### config.mk
export PLATFORM = sky130hd
export DESIGN_NAME = dc_removal_biquad_fixed_unit_flat
export DESIGN_NICKNAME = d
export VERILOG_FILES = /design/src/hw/rtl/dcr_pkg.sv /design/src/hw/rtl/dcr_if.sv /design/src/hw/rtl/dc_removal_biquad_fixed_unit.sv /design/src/hw/rtl/dcr_cfg_regs.sv /design/src/hw/rtl/dcr_datapath.sv /design/src/hw/rtl/dcr_ctrl.sv /design/src/flat_wrapper.sv
export SDC_FILE = /design/constraint.sdc
export NUM_CORES = 2
export LEC_CHECK = 0
export BUFFER_PORTS_ARGS = -buffer_cell sky130_fd_sc_hd__buf_2
export CAP_MARGIN = 25
export CORE_ASPECT_RATIO = 0.75
export CORE_MARGIN = 3
export CORE_UTILIZATION = 46
export CTS_BUF_LIST = sky130_fd_sc_hd__clkbuf_16
export CTS_CLUSTER_SIZE = 20
export DETAILED_ROUTE_END_ITERATION = 6
export PLACE_DENSITY_LB_ADDON = 0.25
export SLEW_MARGIN = 20
export SYNTH_ARGS = -nofsm -noshare
export SYNTH_HDL_FRONTEND = slang
export SYNTH_HIERARCHICAL = 1
export SYNTH_SLANG_ARGS = --single-unit
### constraint.sdc
create_clock -name i_clk -period 11.9 [get_ports i_clk]
set_clock_uncertainty 0.2 [all_clocks]
set_input_delay 1.19 -clock i_clk [delete_from_list [all_inputs] [get_ports i_clk]]
set_output_delay 1.19 -clock i_clk [all_outputs]
set_load 0.02 [all_outputs]
### src/hw/rtl/dcr_pkg.sv
// Package for the DC-removal biquad: widths, register indexes, datapath
// command codes and the shared struct types.
// No dependencies; every other file of the block imports it.
package dcr_pkg;

    // Internal word length default and fixed field widths
    localparam int DCR_WORD_LEN = 24;
    localparam int SAMPLE_W     = 16;
    localparam int RESULT_W     = 17;
    localparam int COEF_W       = 24;
    localparam int GAIN_W       = 3;
    localparam int CFG_IDX_W    = 3;
    localparam int CFG_DATA_W   = 24;
    localparam int ACC_W        = 64;

    // Configuration register indexes
    localparam logic [CFG_IDX_W-1:0] CFG_NUM0 = 3'd0;
    localparam logic [CFG_IDX_W-1:0] CFG_NUM1 = 3'd1;
    localparam logic [CFG_IDX_W-1:0] CFG_NUM2 = 3'd2;
    localparam logic [CFG_IDX_W-1:0] CFG_DEN1 = 3'd3;
    localparam logic [CFG_IDX_W-1:0] CFG_DEN2 = 3'd4;
    localparam logic [CFG_IDX_W-1:0] CFG_GAIN = 3'd5;

    // Multiplier operand selection
    typedef logic [2:0] t_mul_sel;
    localparam t_mul_sel MUL_B0 = 3'd0;
    localparam t_mul_sel MUL_B1 = 3'd1;
    localparam t_mul_sel MUL_B2 = 3'd2;
    localparam t_mul_sel MUL_A1 = 3'd3;
    localparam t_mul_sel MUL_A2 = 3'd4;

    // Main accumulator operations
    typedef logic [1:0] t_acc_op;
    localparam t_acc_op ACC_HOLD    = 2'd0;
    localparam t_acc_op ACC_LOAD_D1 = 2'd1;
    localparam t_acc_op ACC_LOAD_D2 = 2'd2;
    localparam t_acc_op ACC_SUB     = 2'd3;

    // Second accumulator operations
    typedef logic [1:0] t_accb_op;
    localparam t_accb_op ACCB_HOLD = 2'd0;
    localparam t_accb_op ACCB_LOAD = 2'd1;
    localparam t_accb_op ACCB_SUB  = 2'd2;

    // Rounding unit source selection
    typedef logic [1:0] t_rnd_sel;
    localparam t_rnd_sel RND_ACC_GAIN = 2'd0;
    localparam t_rnd_sel RND_ACC      = 2'd1;
    localparam t_rnd_sel RND_ACCB     = 2'd2;

    // Configuration register contents
    typedef struct packed {
        logic signed [COEF_W-1:0] num0;
        logic signed [COEF_W-1:0] num1;
        logic signed [COEF_W-1:0] num2;
        logic signed [COEF_W-1:0] den1;
        logic signed [COEF_W-1:0] den2;
        logic [GAIN_W-1:0]        gain;
    } t_cfg;

    // Commands from the controller to the datapath
    typedef struct packed {
        logic     in_load;
        t_mul_sel mul_sel;
        t_acc_op  acc_op;
        t_accb_op accb_op;
        t_rnd_sel rnd_sel;
        logic     wr_r0;
        logic     wr_d1;
        logic     wr_d2;
        logic     out_load;
    } t_dp_cmd;

endpackage

### src/hw/rtl/dcr_if.sv
// Handshake interfaces of the DC-removal biquad: sample input, result output
// and configuration write channel. Depends on dcr_pkg.

// Input sample channel
interface dcr_smp_if import dcr_pkg::*; ();
    logic                       valid;
    logic                       ready;
    logic signed [SAMPLE_W-1:0] sample_in;
    logic                       restart;

    modport source (output valid, output sample_in, output restart, input ready);
    modport sink   (input valid, input sample_in, input restart, output ready);
endinterface

// Filtered result channel
interface dcr_res_if import dcr_pkg::*; ();
    logic                       valid;
    logic                       ready;
    logic signed [RESULT_W-1:0] filtered_sample;

    modport source (output valid, output filtered_sample, input ready);
    modport sink   (input valid, input filtered_sample, output ready);
endinterface

// Configuration write channel
interface dcr_cfg_if import dcr_pkg::*; ();
    logic                  valid;
    logic                  ready;
    logic [CFG_IDX_W-1:0]  index;
    logic [CFG_DATA_W-1:0] data;

    modport source (output valid, output index, output data, input ready);
    modport sink   (input valid, input index, input data, output ready);
endinterface

### src/hw/rtl/dc_removal_biquad_fixed_unit.sv
// DC-removal biquad, second-order fixed-point IIR in transposed direct form
// II. One sample is accepted when the unit is idle and its result is ready
// at the end of the steps; the next sample can be accepted in the cycle the
// result appears, not sooner, as the single shared 24 x WORD_LEN multiplier
// is used five times per sample and the feedback products depend on the
// rounded output node. The result sits in an output register, so a new
// sample is taken while the previous result waits; the unit only stalls at
// the end of a sample if that register is still full. The user must write
// coefficients and the gain shift through the configuration channel only
// while the unit is idle; the unit does not enforce this. Depends on
// dcr_pkg, dcr_if, dcr_cfg_regs, dcr_datapath and dcr_ctrl.
module dc_removal_biquad_fixed_unit import dcr_pkg::*; #(
    parameter int WORD_LEN = DCR_WORD_LEN
) (
    input  logic       i_clk,
    input  logic       i_rst_n,
    dcr_smp_if.sink    i_smp_if,
    dcr_res_if.source  o_res_if,
    dcr_cfg_if.sink    i_cfg_if
);

    t_cfg    cfg;
    t_dp_cmd cmd;
    logic    in_ready;
    logic    out_valid;

    // Configuration registers
    dcr_cfg_regs u_cfg_regs (
        .i_clk    (i_clk),
        .i_rst_n  (i_rst_n),
        .i_cfg_if (i_cfg_if),
        .o_cfg    (cfg)
    );

    // Sequencer
    dcr_ctrl u_ctrl (
        .i_clk       (i_clk),
        .i_rst_n     (i_rst_n),
        .i_in_valid  (i_smp_if.valid),
        .o_in_ready  (in_ready),
        .i_out_ready (o_res_if.ready),
        .o_out_valid (out_valid),
        .o_cmd       (cmd)
    );

    // Arithmetic and filter state
    dcr_datapath #(
        .WORD_LEN (WORD_LEN)
    ) u_datapath (
        .i_clk             (i_clk),
        .i_rst_n           (i_rst_n),
        .i_cmd             (cmd),
        .i_cfg             (cfg),
        .i_sample_in       (i_smp_if.sample_in),
        .i_restart         (i_smp_if.restart),
        .o_filtered_sample (o_res_if.filtered_sample)
    );

    assign i_smp_if.ready = in_ready;
    assign o_res_if.valid = out_valid;

endmodule

### src/hw/rtl/dcr_cfg_regs.sv
// Configuration register file of the DC-removal biquad: coefficients and
// gain shift. Depends on dcr_pkg and dcr_cfg_if.
module dcr_cfg_regs import dcr_pkg::*; (
    input  logic       i_clk,
    input  logic       i_rst_n,
    dcr_cfg_if.sink    i_cfg_if,
    output t_cfg       o_cfg
);

    t_cfg r_cfg;

    // The register file is always ready for a write.
    assign i_cfg_if.ready = 1'b1;
    assign o_cfg          = r_cfg;

    // Register write decode; indexes beyond the list are ignored.
    always_ff @(posedge i_clk) begin
        if (!i_rst_n) begin
            r_cfg <= '0;
        end else if (i_cfg_if.valid) begin
            unique case (i_cfg_if.index)
                CFG_NUM0: r_cfg.num0 <= i_cfg_if.data;
                CFG_NUM1: r_cfg.num1 <= i_cfg_if.data;
                CFG_NUM2: r_cfg.num2 <= i_cfg_if.data;
                CFG_DEN1: r_cfg.den1 <= i_cfg_if.data;
                CFG_DEN2: r_cfg.den2 <= i_cfg_if.data;
                CFG_GAIN: r_cfg.gain <= i_cfg_if.data[GAIN_W-1:0];
                default: begin
                end
            endcase
        end
    end

endmodule

### src/hw/rtl/dcr_datapath.sv
// Datapath of the DC-removal biquad: shared multiplier, two 64-bit
// accumulators, round-and-saturate unit and delay registers.
// Depends on dcr_pkg; driven by commands from dcr_ctrl.
module dcr_datapath import dcr_pkg::*; #(
    parameter int WORD_LEN = DCR_WORD_LEN
) (
    input  logic                       i_clk,
    input  logic                       i_rst_n,
    input  t_dp_cmd                    i_cmd,
    input  t_cfg                       i_cfg,
    input  logic signed [SAMPLE_W-1:0] i_sample_in,
    input  logic                       i_restart,
    output logic signed [RESULT_W-1:0] o_filtered_sample
);

    localparam int XS_SHIFT = WORD_LEN - SAMPLE_W;
    localparam int FRAC     = WORD_LEN - 1;
    localparam int PROD_W   = COEF_W + WORD_LEN;
    localparam int DLY_W    = 2 * WORD_LEN - 1;
    localparam int WIN_HI   = FRAC + WORD_LEN - 1;
    localparam logic signed [WORD_LEN-1:0] WORD_MAX = {1'b0, {(WORD_LEN-1){1'b1}}};
    localparam logic signed [WORD_LEN-1:0] WORD_MIN = {1'b1, {(WORD_LEN-1){1'b0}}};
    localparam logic [ACC_W-1:0]  RND_HALF = ACC_W'(1) << (FRAC - 1);
    localparam logic [WORD_LEN:0] OUT_HALF = (WORD_LEN + 1)'(1) << (XS_SHIFT - 1);

    logic signed [WORD_LEN-1:0] r_xs;
    logic signed [PROD_W-1:0]   r_prod;
    logic [ACC_W-1:0]           r_acc;
    logic [ACC_W-1:0]           n_acc;
    logic [ACC_W-1:0]           r_accb;
    logic [ACC_W-1:0]           n_accb;
    logic signed [WORD_LEN-1:0] r_r0;
    logic signed [WORD_LEN-1:0] r_dly1;
    logic signed [WORD_LEN-1:0] r_dly2;
    logic signed [RESULT_W-1:0] r_y;

    logic signed [COEF_W-1:0]   mul_coef;
    logic signed [WORD_LEN-1:0] mul_opnd;
    logic signed [PROD_W-1:0]   mul_res;
    logic [ACC_W-1:0]           prod_ext;
    logic [ACC_W-1:0]           dly1_ext;
    logic [ACC_W-1:0]           dly2_ext;
    logic [ACC_W-1:0]           rnd_src;
    logic [GAIN_W-1:0]          rnd_shamt;
    logic [ACC_W-1:0]           rnd_in;
    logic [ACC_W-1:0]           rnd_sum;
    logic [ACC_W-1:WIN_HI]      rnd_guard;
    logic                       rnd_ovf;
    logic signed [WORD_LEN-1:0] rnd_word;
    logic [WORD_LEN:0]          y_sum;

    // Shared multiplier: coefficient times widened sample or output node.
    always_comb begin
        unique case (i_cmd.mul_sel)
            MUL_B0: begin
                mul_coef = i_cfg.num0;
                mul_opnd = r_xs;
            end
            MUL_B1: begin
                mul_coef = i_cfg.num1;
                mul_opnd = r_xs;
            end
            MUL_B2: begin
                mul_coef = i_cfg.num2;
                mul_opnd = r_xs;
            end
            MUL_A1: begin
                mul_coef = i_cfg.den1;
                mul_opnd = r_r0;
            end
            MUL_A2: begin
                mul_coef = i_cfg.den2;
                mul_opnd = r_r0;
            end
            default: begin
                mul_coef = i_cfg.num0;
                mul_opnd = r_xs;
            end
        endcase
    end

    assign mul_res = mul_coef * mul_opnd;

    // Operands extended to the accumulator width; delays aligned to the
    // product's fraction point.
    assign prod_ext = {{(ACC_W-PROD_W){r_prod[PROD_W-1]}}, r_prod};
    assign dly1_ext = {{(ACC_W-DLY_W){r_dly1[WORD_LEN-1]}}, r_dly1, {FRAC{1'b0}}};
    assign dly2_ext = {{(ACC_W-DLY_W){r_dly2[WORD_LEN-1]}}, r_dly2, {FRAC{1'b0}}};

    // Accumulator updates; sums wrap at 64 bits.
    always_comb begin
        case (i_cmd.acc_op)
            ACC_LOAD_D1: n_acc = prod_ext + dly1_ext;
            ACC_LOAD_D2: n_acc = prod_ext + dly2_ext;
            ACC_SUB:     n_acc = r_acc - prod_ext;
            default:     n_acc = r_acc;
        endcase
        case (i_cmd.accb_op)
            ACCB_LOAD: n_accb = prod_ext;
            ACCB_SUB:  n_accb = r_accb - prod_ext;
            default:   n_accb = r_accb;
        endcase
    end

    // Round half up to the word's fraction point, then saturate. The gain
    // shift applies to the output node only.
    always_comb begin
        case (i_cmd.rnd_sel)
            RND_ACC_GAIN: begin
                rnd_src   = r_acc;
                rnd_shamt = i_cfg.gain;
            end
            RND_ACCB: begin
                rnd_src   = r_accb;
                rnd_shamt = '0;
            end
            default: begin
                rnd_src   = r_acc;
                rnd_shamt = '0;
            end
        endcase
        rnd_in    = rnd_src << rnd_shamt;
        rnd_sum   = rnd_in + RND_HALF;
        rnd_guard = rnd_sum[ACC_W-1:WIN_HI];
        rnd_ovf   = !((&rnd_guard) || !(|rnd_guard));
        if (rnd_ovf) begin
            rnd_word = rnd_sum[ACC_W-1] ? WORD_MIN : WORD_MAX;
        end else begin
            rnd_word = rnd_sum[WIN_HI:FRAC];
        end
    end

    // Output node rounded back to 16-bit scale; +32768 can occur.
    assign y_sum = {r_r0[WORD_LEN-1], r_r0} + OUT_HALF;

    // Payload registers
    always_ff @(posedge i_clk) begin
        r_prod <= mul_res;
        r_acc  <= n_acc;
        r_accb <= n_accb;
        if (i_cmd.in_load) begin
            r_xs <= {i_sample_in, {XS_SHIFT{1'b0}}};
        end
        if (i_cmd.wr_r0) begin
            r_r0 <= rnd_word;
        end
        if (i_cmd.out_load) begin
            r_y <= y_sum[WORD_LEN:XS_SHIFT];
        end
    end

    // Delay registers: filter state, cleared by reset or a restart flag.
    always_ff @(posedge i_clk) begin
        if (!i_rst_n) begin
            r_dly1 <= '0;
            r_dly2 <= '0;
        end else if (i_cmd.in_load && i_restart) begin
            r_dly1 <= '0;
            r_dly2 <= '0;
        end else begin
            if (i_cmd.wr_d1) begin
                r_dly1 <= rnd_word;
            end
            if (i_cmd.wr_d2) begin
                r_dly2 <= rnd_word;
            end
        end
    end

    assign o_filtered_sample = r_y;

endmodule

### src/hw/rtl/dcr_ctrl.sv
// Controller of the DC-removal biquad: sequences the shared multiplier and
// accumulators and owns the result valid flag. Depends on dcr_pkg.
module dcr_ctrl import dcr_pkg::*; (
    input  logic    i_clk,
    input  logic    i_rst_n,
    input  logic    i_in_valid,
    output logic    o_in_ready,
    input  logic    i_out_ready,
    output logic    o_out_valid,
    output t_dp_cmd o_cmd
);

    localparam logic [2:0] ST_IDLE = 3'd0;
    localparam logic [2:0] ST_M0   = 3'd1;
    localparam logic [2:0] ST_A0   = 3'd2;
    localparam logic [2:0] ST_R0   = 3'd3;
    localparam logic [2:0] ST_M1   = 3'd4;
    localparam logic [2:0] ST_A1   = 3'd5;
    localparam logic [2:0] ST_R1   = 3'd6;
    localparam logic [2:0] ST_R2   = 3'd7;

    logic [2:0] r_state;
    logic [2:0] n_state;
    logic       r_out_valid;
    logic       n_out_valid;
    logic       out_free;

    assign o_in_ready  = (r_state == ST_IDLE);
    assign o_out_valid = r_out_valid;
    assign out_free    = !r_out_valid || i_out_ready;

    // Step sequence: b0*x, output node, b1*x and b2*x, then the feedback
    // products a1*y and a2*y, then the two delay nodes.
    always_comb begin
        o_cmd   = '0;
        n_state = r_state;
        unique case (r_state)
            ST_IDLE: begin
                o_cmd.in_load = i_in_valid;
                if (i_in_valid) begin
                    n_state = ST_M0;
                end
            end
            ST_M0: begin
                o_cmd.mul_sel = MUL_B0;
                n_state       = ST_A0;
            end
            ST_A0: begin
                o_cmd.acc_op  = ACC_LOAD_D1;
                o_cmd.mul_sel = MUL_B1;
                n_state       = ST_R0;
            end
            ST_R0: begin
                o_cmd.rnd_sel = RND_ACC_GAIN;
                o_cmd.wr_r0   = 1'b1;
                o_cmd.acc_op  = ACC_LOAD_D2;
                o_cmd.mul_sel = MUL_B2;
                n_state       = ST_M1;
            end
            ST_M1: begin
                o_cmd.accb_op = ACCB_LOAD;
                o_cmd.mul_sel = MUL_A1;
                n_state       = ST_A1;
            end
            ST_A1: begin
                o_cmd.acc_op  = ACC_SUB;
                o_cmd.mul_sel = MUL_A2;
                n_state       = ST_R1;
            end
            ST_R1: begin
                o_cmd.rnd_sel = RND_ACC;
                o_cmd.wr_d1   = 1'b1;
                o_cmd.accb_op = ACCB_SUB;
                n_state       = ST_R2;
            end
            ST_R2: begin
                o_cmd.rnd_sel = RND_ACCB;
                if (out_free) begin
                    o_cmd.wr_d2    = 1'b1;
                    o_cmd.out_load = 1'b1;
                    n_state        = ST_IDLE;
                end
            end
            default: begin
                n_state = ST_IDLE;
            end
        endcase
    end

    // Result word flag: set on load, cleared when the word is taken.
    assign n_out_valid = o_cmd.out_load || (r_out_valid && !i_out_ready);

    always_ff @(posedge i_clk) begin
        if (!i_rst_n) begin
            r_state     <= ST_IDLE;
            r_out_valid <= 1'b0;
        end else begin
            r_state     <= n_state;
            r_out_valid <= n_out_valid;
        end
    end

`ifndef SYNTHESIS
    // A new result never overwrites a word still waiting to be taken.
    a_no_overwrite: assert property (@(posedge i_clk) disable iff (!i_rst_n)
        o_cmd.out_load |-> (!r_out_valid || i_out_ready))
        else $error("result word overwritten before it was taken");

    // An accepted word starts the sequence in the next cycle.
    a_start_seq: assert property (@(posedge i_clk) disable iff (!i_rst_n)
        (i_in_valid && o_in_ready) |=> (r_state == ST_M0))
        else $error("accepted word did not start the sequence");

    // A result only appears at the end of the sequence.
    a_result_src: assert property (@(posedge i_clk) disable iff (!i_rst_n)
        $rose(r_out_valid) |-> ($past(r_state) == ST_R2))
        else $error("result valid rose outside the final step");

    // The delay nodes are written only after the output node is formed.
    a_d1_after_r0: assert property (@(posedge i_clk) disable iff (!i_rst_n)
        o_cmd.wr_d1 |-> ($past(r_state, 3) == ST_R0))
        else $error("delay one written out of order");
`endif

endmodule

### src/flat_wrapper.sv
// flat-port wrapper written by rule: the top's interface ports become plain ports
module dc_removal_biquad_fixed_unit_flat import dcr_pkg::*;
#(
    parameter int WORD_LEN = DCR_WORD_LEN
)
  (i_clk, i_rst_n, i_smp_if_valid, i_smp_if_sample_in, i_smp_if_restart, i_smp_if_ready, o_res_if_valid, o_res_if_filtered_sample, o_res_if_ready, i_cfg_if_valid, i_cfg_if_index, i_cfg_if_data, i_cfg_if_ready);
  dcr_smp_if i_smp_if_i ();
  dcr_res_if o_res_if_i ();
  dcr_cfg_if i_cfg_if_i ();
  input  logic i_clk;
  input  logic i_rst_n;
  input wire logic [$bits(i_smp_if_i.valid)-1:0] i_smp_if_valid;
  input wire logic [$bits(i_smp_if_i.sample_in)-1:0] i_smp_if_sample_in;
  input wire logic [$bits(i_smp_if_i.restart)-1:0] i_smp_if_restart;
  output wire logic [$bits(i_smp_if_i.ready)-1:0] i_smp_if_ready;
  output wire logic [$bits(o_res_if_i.valid)-1:0] o_res_if_valid;
  output wire logic [$bits(o_res_if_i.filtered_sample)-1:0] o_res_if_filtered_sample;
  input wire logic [$bits(o_res_if_i.ready)-1:0] o_res_if_ready;
  input wire logic [$bits(i_cfg_if_i.valid)-1:0] i_cfg_if_valid;
  input wire logic [$bits(i_cfg_if_i.index)-1:0] i_cfg_if_index;
  input wire logic [$bits(i_cfg_if_i.data)-1:0] i_cfg_if_data;
  output wire logic [$bits(i_cfg_if_i.ready)-1:0] i_cfg_if_ready;
  assign i_smp_if_i.valid = i_smp_if_valid;
  assign i_smp_if_i.sample_in = i_smp_if_sample_in;
  assign i_smp_if_i.restart = i_smp_if_restart;
  assign i_smp_if_ready = i_smp_if_i.ready;
  assign o_res_if_valid = o_res_if_i.valid;
  assign o_res_if_filtered_sample = o_res_if_i.filtered_sample;
  assign o_res_if_i.ready = o_res_if_ready;
  assign i_cfg_if_i.valid = i_cfg_if_valid;
  assign i_cfg_if_i.index = i_cfg_if_index;
  assign i_cfg_if_i.data = i_cfg_if_data;
  assign i_cfg_if_ready = i_cfg_if_i.ready;
  dc_removal_biquad_fixed_unit #(.WORD_LEN(WORD_LEN)) u_core (.i_clk(i_clk), .i_rst_n(i_rst_n), .i_smp_if(i_smp_if_i), .o_res_if(o_res_if_i), .i_cfg_if(i_cfg_if_i));
endmodule
---- Yosys cells after proc, flatten, opt, wreduce, memory -nomap -nowiden ----
Cells that the tools add are included.
cells by class
  $add $sub $neg .......................... 6
  multipliers ............................. 1
  div/mod/pow operators ................... 0
  $lt $le $gt $ge ......................... 0
  eq/ne operators ......................... 24
  shifts and indexed selects .............. 1
  muxes and demuxes ....................... 20
  bitwise logic cells ..................... 1
  reductions and logical operators ........ 24
operator list
  operator                  number
  $pmux W64 S3              1
  $pmux W64 S2              1
  $sub A64 B64 Y64          2
  $add A48 B47 Y49          2
  $pmux W24 S4              1
  $mux W24                  3
  $add A64 B23 Y64 const B  1
  $mux W64                  1
  $shl A64 B3 Y64           1
  $mul A24 B24 Y48          1
  $add A24 B9 Y25 const B   1
  $pmux W3 S8               1
  $eq A3 B3 Y1 const B      7
  $eq A3 B2 Y1 const B      6
  $reduce_and A18 Y1        1
  $reduce_or A18 Y1         1
  $reduce_and A2 Y1         7
  $pmux W3 S4               1
  $eq A3 B1 Y1 const B      3
  $mux W3                   3
  $eq A2 B2 Y1 const B      4
  $pmux W2 S2               2
  $logic_not A3 Y1          2
  $pmux W2 S3               1
  other kinds (12)          23
storage, ports and cells
  bits in registers ....................... 408
  bits in latches ......................... 0
  RAM bits ................................ 0
  memory bits (read-only) ................. 0
  input bits .............................. 49
  output and inout port bits .............. 20
  word-level logic and storage cells ...... 93
  memories ................................ 0

---- Logic depth before layout (Yosys ltp) ----
  depth in word-level cells ............... 10
  mapped depth ............................ 41
  mapped depth without buffers ............ 37

---- Cells and area by module ----
Netlist, hierarchy kept.
modules (own cells, without submodules)
  module        times used  cells each  area each (µm²)
  dcr_datapath  1           5215        45352.2
  dcr_cfg_regs  1           432         4560.6
  dcr_ctrl      1           51          397.9

---- Worst setup path before layout ----
No wires, ideal clock.
  path kind ............................... register to register
  start point ............................. register u_core.u_ctrl.r_state[1]
  end point ............................... register u_core.u_datapath.r_prod[46]
  data arrival time ....................... 10.129 ns
  required time ........................... 11.628 ns
  setup slack ............................. 1.498 ns
  stages on the path, launching flop included .. 36
  path buffers ............................ 5
  period minus slack after synthesis ...... 10.402 ns
  cells stage by stage .................... dfxtp_1 -> buf_2 -> and3_1 -> o21ba_1 -> clkbuf_1 -> nand2_1 -> o21ai_1 -> clkbuf_1 -> clkbuf_1 -> nand2_1 -> clkbuf_1 -> nor2_1 -> fa_1 -> inv_1 -> fa_1 -> fa_1 -> fa_1 -> fa_1 -> inv_1 -> fa_1 -> inv_1 -> fa_1 -> inv_1 -> ha_1 -> and3_1 -> and2_1 -> and4b_1 -> nor4_1 -> o31ai_1 -> a41oi_1 -> o31ai_1 -> o41ai_1 -> a22oi_1 -> a21o_1 -> a311oi_1 -> xnor2_1
RTL lines
  element                   line                 RTL
  start: declaration        dcr_ctrl.sv:22       logic [2:0] r_state;
  start signal: assignment  dcr_ctrl.sv:98       r_state <= n_state;
  end signal: assignment    dcr_datapath.sv:138  r_prod <= mul_res;
  end: declaration          dcr_datapath.sv:27   logic signed [PROD_W-1:0] r_prod;

==> results.tsv <==
stage	metric	value	unit
run_status	status	complete, no violations	
job	cap_violations	0	
synth	ys_seq_area_share	19.92	%
global_routing	grt_pass1_wl	245000	µm
placement	dp.cells	7036	
floorplanning	pin_count	69	
critical_path	cp.arrival	11610	ps
critical_path	crit_type	flip-flop to flip-flop	
clock_tree	path_clk_slew	70	ps
global_routing	grt_usage	27.76	%
placement	hpwlAfterDp	125500	µm
power	max-vdd-ir-drop	0.1146	mV
synth	synth_area_leaders	fa_1 24%, edfxtp_1 11%, dfxtp_1 8.9%, ha_1 7.9%, inv_1 5.5%	
critical_path	r2r_end	u_core/u_datapath/r_prod[47]	
layout	final_nets	6630	
sta	rsz0062_at_grt	false	
sta	fmax	88.34	MHz
power	power.density	117.4	nW/µm²
synth	synth_cell_types	106	
floorplanning	die_h	292.4	µm
clock_tree	cts_setup_buffers	0	
sta	fin_setup_tns	0	ps
clock_tree	cts-root-buf	clkbuf_16	
sta	hold_viol	0	
detailed_routing	postRouteAntennaNets	0	
detailed_routing	post_drt_via_cell_ratio	5.881	
floorplanning	die_width	387.9	µm
sta	drv_slew	0	
global_routing	antenna_found_initial	7	
power	power.total	6.305	mW
critical_path	crit_path_max_fanout	21	
synth	synth_top_area_cell	fa_1	
clock_tree	clk_latency	650	ps
synth	synth_cells	5698	
sta	post-route-period-util	95.12	%
sta	setup_viol	0	
synth	synth-edff-count	185	
clock_tree	cts_resized	0	
critical_path	required	12190	ps
detailed_routing	route.detailed.drc	0	
sta	slew_headroom	19.15	%
critical_path	reg2reg_depth	33	
clock_tree	clock-sinks	408	
min_path	holdPathEnd	u_core/u_cfg_regs/o_cfg[81]	
power	p_leak	24.10	nW
synth	ys_ff_latch	408	
min_path	hold_depth	2	
detailed_routing	wire_per_inst	22.19	µm
min_path	hold_class	flip-flop to flip-flop	
min_path	worstHoldStart	u_core/u_cfg_regs/o_cfg[81]	
critical_path	r2r-start	u_core/u_ctrl/r_state[1]	
floorplanning	start_util	46.64	%
critical_path	crit_path_max_incr_delay	620	ps
clock_tree	clock_path_buffers	3	
floorplanning	rows	104	
layout	final_layout_size_suffix_gt1_share	6.449	%
clock_tree	cts_buffers	47	
detailed_routing	first_iter_violations	4091	
placement	globalplace.congestion	0.9903	
layout	nFillCells	10130	
synth	syn_avg_cell_area	8.830	µm²
sta	layout_min_cycle_time	11320	ps
floorplanning	core_area	107900	µm²
layout	stdcell_count	7123	
synth	netlist_area	50310	µm²
clock_tree	hold_buffers	0	
sta	tightestPinTransition	1182	ps
clock_tree	h-tree-depth	2	
critical_path	end_kind	flip-flop	
synth	synth_fp_nets	6674	
synth	synth.most_common_cell	inv_1	
layout	syn2layout_area_growth	6.740	%
floorplanning	die_area	113400	µm²
global_routing	grt_start_max_net_pins	90	
synth	yosys_warnings	6	
critical_path	worstSetupStartpointType	flip-flop	
critical_path	r2r_setup_slack	580	ps
critical_path	cp_common_cell	fa_1	
placement	io_buffers	67	
detailed_routing	drtPass1Iterations	7	
detailed_routing	wirelength	158100	µm
layout	fin_util	49.78	%
clock_tree	cts_tree	done	
detailed_routing	vias	41890	
synth	synth_commonest_cells	732 x inv_1, 672 x nand2_1, 611 x fa_1	
synth	yosysTopAreaCellShare	24.31	%
synth	async_flop_share	0	%
global_routing	grt_pass1_vias	40930	
synth	ys.flop_type	dfxtp_1	
global_routing	overflow	0	
sta	whs	260.3	ps
critical_path	critical-path-slowest-cell	a311oi_2	
-- sequential cells by signal, summed over array words and instances (netlist names) --
name,cells
u_core/u_datapath/r_prod,48
u_core/u_datapath/r_dly2,24
u_core/u_datapath/r_accb,64
u_core/u_datapath/r_xs,16
u_core/u_datapath/r_r0,24
u_core/u_datapath/r_dly1,24
u_core/u_datapath/r_acc,64
u_core/u_ctrl/o_out_valid,1
u_core/u_datapath/o_filtered_sample,17
u_core/u_ctrl/r_state,3
u_core/u_cfg_regs/o_cfg,123
-- metal layers --
layer | part of all wire, % | GRT usage [%] | routed length, µm
met5 | 0.023 | 0 | 36
met4 | 2.7 | 6.982 | 4290
met3 | 12 | 9.539 | 19050
met2 | 40 | 39.01 | 62920
met1 | 45 | 40.60 | 71770
-- cell families after synthesis --
group	count (synthesis)	synth area share, %
AND/OR/NAND/NOR	1682	15.04
AO/OA/AOI/OAI	1179	15.44
buffers and inverters	1005	8.045
adder cells (fa/ha/maj)	927	32.17
flip-flops	408	19.92
XOR/XNOR	258	4.491
multiplexers	238	4.882
other	1	0.007454
-- worst max-delay path, delay by kind of cell, from the launching register on --
family / cells / cell delay (ps)
buffers and inverters: 7 / 980
AOI/OAI and AO/OA: 10 / 3520
adders and majority gates: 9 / 4180
and+or+nand+nor: 6 / 1880
xor gates and xnor gates: 1 / 120
DFF: 1 / 310
-- area by class of cell --
type	instances	area, µm²	share of cell area, %
repair buffers	177	1176	2.190
multi-input cells	4285	36380	67.74
inverters	735	2759	5.137
well taps	1431	1790	3.334
clock inverters	34	272.8	0.5079
diodes	1	2.502	0.004660
flip-flops and latches	408	10020	18.66
clock buffers	52	1301	2.423
-- power by group --
part / internal [mW] / switching [mW] / leakage [nW]
Clock: 0.856 / 0.679 / 0.815
Combinational: 1.18 / 1.88 / 19.8
Sequential: 1.60 / 0.112 / 3.51
-- layout by cell type, fill, tap and decap left out, drive strengths merged, types with 24 or more instances in the layout --
cell    netlist  final
fa          611    611
a211oi       37     37
a32o         24     24
dfxtp       223    223
o211ai       34     34
nand2       672    672
nand2b       48     48
a21o        142    142
clkbuf      171     52
nand4        34     34
a221o        34     34
ha          316    316
nor2b        35     35
a221oi       28     28
xor2         89     89
and3         41     41
edfxtp      185    185
nor3         70     70
mux2i       197    197
xnor2       169    169
or3          31     31
o21bai       52     52
nor2        533    533
mux2         39     39
a21oi       299    299
inv         733    748
nand3        85     85
buf          99    177
o21a         46     46
o22a         27     27
o21ai       275    275
a31oi        27     27
o22ai        26     26
-- worst max path at each step --
stage | slack (ps) | to | from | cells past startpoint
detailed placement | 480 | u_core/u_datapath/r_prod[47] | u_core/u_ctrl/r_state[2] | 34
floorplan | 1500 | u_core/u_datapath/r_prod[46] | u_core/u_ctrl/r_state[1] | 35
global route | 150 | u_core/u_datapath/r_prod[47] | u_core/u_ctrl/r_state[1] | 33
CTS | 440 | u_core/u_datapath/r_prod[47] | u_core/u_ctrl/r_state[2] | 34
finish | 580 | u_core/u_datapath/r_prod[47] | u_core/u_ctrl/r_state[1] | 33
global placement | 640 | u_core/u_datapath/r_prod[47] | u_core/u_ctrl/r_state[1] | 35
-- stage by stage --
step / instance area (µm²) / worst slack, ps
after global routing: 53700 / 147.3
after floorplan: 50310 / 1499
after global placement: 52110 / 640.5
after detailed placement: 52120 / 482.2
final: 53700 / 580.4
after CTS: 53690 / 439.2
No activity file was read; power rests on OpenSTA's default activity.
